**config.mk**
```make
export PLATFORM = sky130hd
export DESIGN_NAME = htd_ctrl
export DESIGN_NICKNAME = d
export VERILOG_FILES = /design/src/rtl/assert_macros.svh /design/src/rtl/htd_pkg.sv /design/src/rtl/htd_ctrl.sv
export SDC_FILE = /design/constraint.sdc
export NUM_CORES = 1
export LEC_CHECK = 0
export BUFFER_PORTS_ARGS = -buffer_cell sky130_fd_sc_hd__buf_4
export CORE_AREA = 5 5 49 51
export DETAILED_ROUTE_END_ITERATION = 7
export DIE_AREA = 0 0 54 56
export SLEW_MARGIN = 10
export SYNTH_ARGS = -nofsm -noshare
export SYNTH_HDL_FRONTEND = slang
export SYNTH_SLANG_ARGS = --single-unit
```
**constraint.sdc**
```tcl
create_clock -name clk -period 2.15 [get_ports clk]
set_clock_uncertainty 0.2 [all_clocks]
set_input_delay 0 -clock clk [delete_from_list [all_inputs] [get_ports clk]]
set_output_delay 0 -clock clk [all_outputs]
set_load 0.01 [all_outputs]
```
**src/rtl/assert_macros.svh**
```systemverilog
// ----------------------------------------------------------------------------
// assert_macros.svh
// assertion helpers, clocked on clk and disabled while rst_n is low
// ----------------------------------------------------------------------------
`ifndef ASSERT_MACROS_SVH
`define ASSERT_MACROS_SVH

// property that must hold at every edge
`define HTD_ASSERT(lbl, prop) \
  lbl: assert property (@(posedge clk) disable iff (!rst_n) (prop)) \
    else $error("htd assertion failed");

// antecedent implies consequent in the same cycle
`define HTD_IMPLY(lbl, ante, cons) \
  lbl: assert property (@(posedge clk) disable iff (!rst_n) (ante) |-> (cons)) \
    else $error("htd implication failed");

`endif

```
**src/rtl/htd_pkg.sv**
```systemverilog
// ----------------------------------------------------------------------------
// htd_pkg
// shared types, result codes and datapath operations of the tree decoder
// ----------------------------------------------------------------------------
package htd_pkg;

  localparam int NODE_COUNT_DEF   = 512;
  localparam int MAX_CODE_LEN_DEF = 16;
  localparam int SYM_W            = 8;
  localparam int CODE_W           = 16;
  localparam int LEN_W            = 5;
  localparam int BYTE_W           = 8;
  localparam int STATUS_W         = 2;

  localparam logic [STATUS_W-1:0] ST_SYMBOL  = 2'd0;
  localparam logic [STATUS_W-1:0] ST_DONE    = 2'd1;
  localparam logic [STATUS_W-1:0] ST_MISSING = 2'd2;
  localparam logic [STATUS_W-1:0] ST_FULL    = 2'd3;

  localparam logic CMD_INSERT = 1'b0;
  localparam logic CMD_DECODE = 1'b1;

  typedef enum logic [3:0] {
    S_IDLE,
    S_I_STEP,
    S_I_NEW,
    S_I_FETCH,
    S_I_LOAD,
    S_D_FETCH,
    S_D_LOAD,
    S_D_STEP,
    S_D_CHILD,
    S_FLUSH
  } htd_state_t;

  typedef enum logic [3:0] {
    DP_NONE,
    DP_LOAD_ITEM,
    DP_I_ADVANCE,
    DP_I_LINK,
    DP_I_NEW,
    DP_I_FETCH,
    DP_I_LOAD,
    DP_I_LABEL,
    DP_I_FULL,
    DP_D_FETCH,
    DP_D_LOAD,
    DP_D_MISS,
    DP_D_READ_KID,
    DP_D_LEAF,
    DP_D_DESCEND,
    DP_FLUSH
  } htd_op_t;

  typedef struct packed {
    logic at_len;
    logic kid_zero;
    logic store_full;
    logic byte_end;
    logic is_leaf;
    logic pend_valid;
    logic out_free;
    logic can_emit;
  } htd_status_t;

endpackage

```
**src/rtl/htd_ctrl.sv**
```systemverilog
// ----------------------------------------------------------------------------
// htd_ctrl
// sequencer for insert walks, decode walks and the final result flush
// ----------------------------------------------------------------------------
module htd_ctrl (
  input  logic                 clk,
  input  logic                 rst_n,
  input  logic                 in_valid,
  input  logic                 in_command,
  input  htd_pkg::htd_status_t sts,
  output htd_pkg::htd_op_t     op,
  output logic                 in_stall
);
  import htd_pkg::*;

  htd_state_t state_r;
  htd_state_t state_nxt;

  always_ff @(posedge clk) begin
    if (!rst_n) begin
      state_r <= S_IDLE;
    end else begin
      state_r <= state_nxt;
    end
  end

  always_comb begin
    state_nxt = state_r;
    case (state_r)
      S_IDLE: begin
        if (in_valid) begin
          state_nxt = (in_command == CMD_DECODE) ? S_D_FETCH : S_I_STEP;
        end
      end
      S_I_STEP: begin
        if (sts.at_len) begin
          state_nxt = S_FLUSH;
        end else if (!sts.kid_zero) begin
          state_nxt = S_I_FETCH;
        end else if (sts.store_full) begin
          state_nxt = S_FLUSH;
        end else begin
          state_nxt = S_I_NEW;
        end
      end
      S_I_NEW:   state_nxt = S_I_STEP;
      S_I_FETCH: state_nxt = S_I_LOAD;
      S_I_LOAD:  state_nxt = S_I_STEP;
      S_D_FETCH: state_nxt = S_D_LOAD;
      S_D_LOAD:  state_nxt = S_D_STEP;
      S_D_STEP: begin
        if (sts.byte_end) begin
          state_nxt = S_FLUSH;
        end else if (!sts.kid_zero) begin
          state_nxt = S_D_CHILD;
        end
      end
      S_D_CHILD: begin
        if (!sts.is_leaf || sts.can_emit) begin
          state_nxt = S_D_STEP;
        end
      end
      S_FLUSH: begin
        if (!sts.pend_valid || sts.out_free) begin
          state_nxt = S_IDLE;
        end
      end
      default: state_nxt = S_IDLE;
    endcase
  end

  always_comb begin
    op = DP_NONE;
    case (state_r)
      S_IDLE: begin
        if (in_valid) begin
          op = DP_LOAD_ITEM;
        end
      end
      S_I_STEP: begin
        if (sts.at_len) begin
          op = DP_I_LABEL;
        end else if (!sts.kid_zero) begin
          op = DP_I_ADVANCE;
        end else if (sts.store_full) begin
          op = DP_I_FULL;
        end else begin
          op = DP_I_LINK;
        end
      end
      S_I_NEW:   op = DP_I_NEW;
      S_I_FETCH: op = DP_I_FETCH;
      S_I_LOAD:  op = DP_I_LOAD;
      S_D_FETCH: op = DP_D_FETCH;
      S_D_LOAD:  op = DP_D_LOAD;
      S_D_STEP: begin
        if (sts.byte_end) begin
          op = DP_NONE;
        end else if (!sts.kid_zero) begin
          op = DP_D_READ_KID;
        end else if (sts.can_emit) begin
          op = DP_D_MISS;
        end
      end
      S_D_CHILD: begin
        if (!sts.is_leaf) begin
          op = DP_D_DESCEND;
        end else if (sts.can_emit) begin
          op = DP_D_LEAF;
        end
      end
      S_FLUSH: begin
        if (sts.pend_valid && sts.out_free) begin
          op = DP_FLUSH;
        end
      end
      default: op = DP_NONE;
    endcase
  end

  assign in_stall = (state_r != S_IDLE);

endmodule

```
==> flow_metrics.tcl <==
set metrics [dict create \
    power.density_nw_per_um2 764 \
    yosysTopAreaCell "dfxtp_1" \
    fin_total_pwr_mw 0.613 \
    setup_slack_ns 0.126 \
    clock_latency_ns 0.23 \
    cts_made_buffers 3 \
    drt_iter0_drc 19 \
    totalNegativeSetupSlack_ns 0 \
    ys_top_cells_by_count "nand2_1, inv_1, o21ai_0" \
    postSynthCellCount 76 \
    worstPathMaxFanout 8 \
    pre_cts_ws_ns 0.123 \
    h-tree-depth 1 \
    die_h_um 56 \
    fp-row-count 16 \
    syn_area_um2 552 \
    post-synth-top-count-cell "nand2_1" \
    whs_ns 0.0627 \
    crit_chain "nor3_1, mux2i_1, or4b_4, o41ai_2" \
    max-slew-margin-rel_pct 69.0 \
    synth_top_area_share_pct 14.5 \
    period_share_pct 94.1 \
    start_util_pct 29.0 \
    cts_buffer_depth 2 \
    hold_viol_final 0 \
    antenna_left 0 \
    cp_num_buf_inv 0 \
    synth-seq-cells 4 \
    utilization_pct 42.2 \
    grt_antenna_before_repair 0 \
    grt-ovfl-total 0 \
    crit_path_end_kind "flop" \
    gp_congestion 0.821 \
    yosysWarnings 0 \
    hold_class "in -> reg" \
    grt_max_degree 13 \
    tightest_slew_ns 0.464 \
    setup_viol 0 \
    cts_tree "done" \
    critPathTopFamily "simple AND/OR/NAND/NOR gates" \
    placedCellCount 121 \
    drc_errors 0 \
    coreArea_um2 1900 \
    syn_area_per_cell_um2 7.26 \
    synth_edf_count 0 \
    fin_crit_ns 2.02 \
    syn_nets 88 \
    placed_area_um2 732 \
    reg_top3 "state_r: 4 flops" \
    largest_reg_flops 4 \
    dp_hpwl_mm 1.38 \
    die_w_um 54 \
    status "complete, no violations" \
    cp_slowest_stage_delay_ns 0.51 \
    critPathRequiredTime_ns 2.09 \
    final_layout_size_suffix_gt1_share_pct 32.0 \
    clk_pin_slew_worst_paths_ns 0.04 \
    grt_pass1_wl_mm 2.96 \
    diodes 0 \
    routed_wl_mm 1.71 \
    worst_path_max_delay_cell "or4b_4" \
    clock.fmax_mhz 494 \
    slew_viol_final 0 \
    vias 682 \
    first_global_vias 672 \
    dr.pass1.iters 4 \
    dieArea_um2 3020 \
    fin_area_um2 802 \
    cap_violations 0 \
    cts.sinks 4 \
    synth.area.top_cells "dfxtp_1, o21ai_0, nand2_1" \
    root_buffer "clkbuf_4" \
    ios 17 \
    top_register "state_r" \
    numPortBuffers 16 \
    grtUsageTotal_pct 12.7 \
    areaGrowthSynthToFinish_pct 45.4 \
    leakagePower_nw 0.336 \
    vias_per_cell 5.37 \
    arrival_ns 1.96 \
    cp-start-kind "flop" \
    wire_per_inst_um 13.5 \
    peakVddDrop_v 0.000338 \
    layout.nets 114 \
    synth_cell_type_count 39 \
    path_class "reg -> reg" \
    rsz0062_at_grt "true" \
    async_flop_share_pct 0 \
    instances_no_fill 127 \
    seq_area_frac_synth_pct 14.5 \
    synth-main-ff-cell "dfxtp_1" \
]
[layer usage]
| metal | wire [µm] | GRT usage, % | vias up | share of wire (%) |
|---|---|---|---|---|
| met5 | 0 | 0 | - | 0 |
| met4 | 0 | 5.34 | 0 | 0 |
| met3 | 85 | 0.804 | 0 | 5.0 |
| met2 | 836 | 19.9 | 20 | 49 |
| met1 | 792 | 17.3 | 321 | 46 |
| li1 | - | - | 341 | - |
[cells by family after synthesis]
logic type,after synthesis,synth area share [%]
simple gates,32,35.6
compound gates,27,37.2
buf+inv,10,7.48
flops,4,14.5
mux,2,3.63
xor+xnor,1,1.59
[worst register-to-register path, delay by kind of cell, from the launching register on]
kind	cells	cell delay, ns
multiplexers	1	0.22
AO/OA/AOI/OAI	1	0.28
AND/OR/NAND/NOR	2	0.85
flip-flops	1	0.38
[worst paths after layout]
check	start	to	slack [ns]	cells after the start
setup / recovery	state_r[0]$_SDFFE_PN0P_	state_r[3]$_SDFFE_PN0P_	0.13	4
hold reg to reg	state_r[0]$_SDFFE_PN0P_	state_r[3]$_SDFFE_PN0P_	0.47	2
hold / removal	in_command	state_r[2]$_SDFFE_PN0P_	0.06	4
setup reg to reg	state_r[0]$_SDFFE_PN0P_	state_r[3]$_SDFFE_PN0P_	0.13	4
[placed cells by master (no fill, tap or decap), types with 2 or more instances in the layout]
cell type | netlist | layout
buf_4 | 0 | 21
nand2_1 | 8 | 8
inv_1 | 6 | 6
o21ai_0 | 6 | 6
nor2_1 | 4 | 4
dfxtp_1 | 4 | 4
nand3_1 | 3 | 3
a21oi_1 | 3 | 3
clkbuf_4 | 0 | 3
dlygate4sd3_1 | 0 | 3
nor3b_1 | 2 | 2
a31oi_1 | 2 | 2
nor2b_1 | 2 | 2
nor3_1 | 2 | 2
o2111ai_1 | 2 | 2
mux2i_1 | 2 | 2
o21a_1 | 2 | 2
a211oi_1 | 2 | 2
[final cells by class]
type	instances	area, µm²
Multi-Input combinational cell	62	444
Tap cell	27	33.8
Sequential cell	4	80.1
Fill cell	200	1100
Clock buffer	3	22.5
Inverter	6	22.5
Timing Repair Buffer	25	199
[power breakdown]
| group | internal [mW] | switching, mW |
|---|---|---|
| combinational | 0.211 | 0.192 |
| clock | 0.0623 | 0.0291 |
| sequential | 0.0896 | 0.0290 |
| total | 0.363 | 0.250 |
[what timing repair did]
item | in CTS | in global routing
hold endpoints to repair | 4 | 0
setup buffers | 0 | 0
setup endpoints to repair | 1 | 1
resized for setup | 1 | 2
hold buffers | 3 | 0
pin swaps | 0 | 1
No activity file was read; power rests on OpenSTA's default activity.
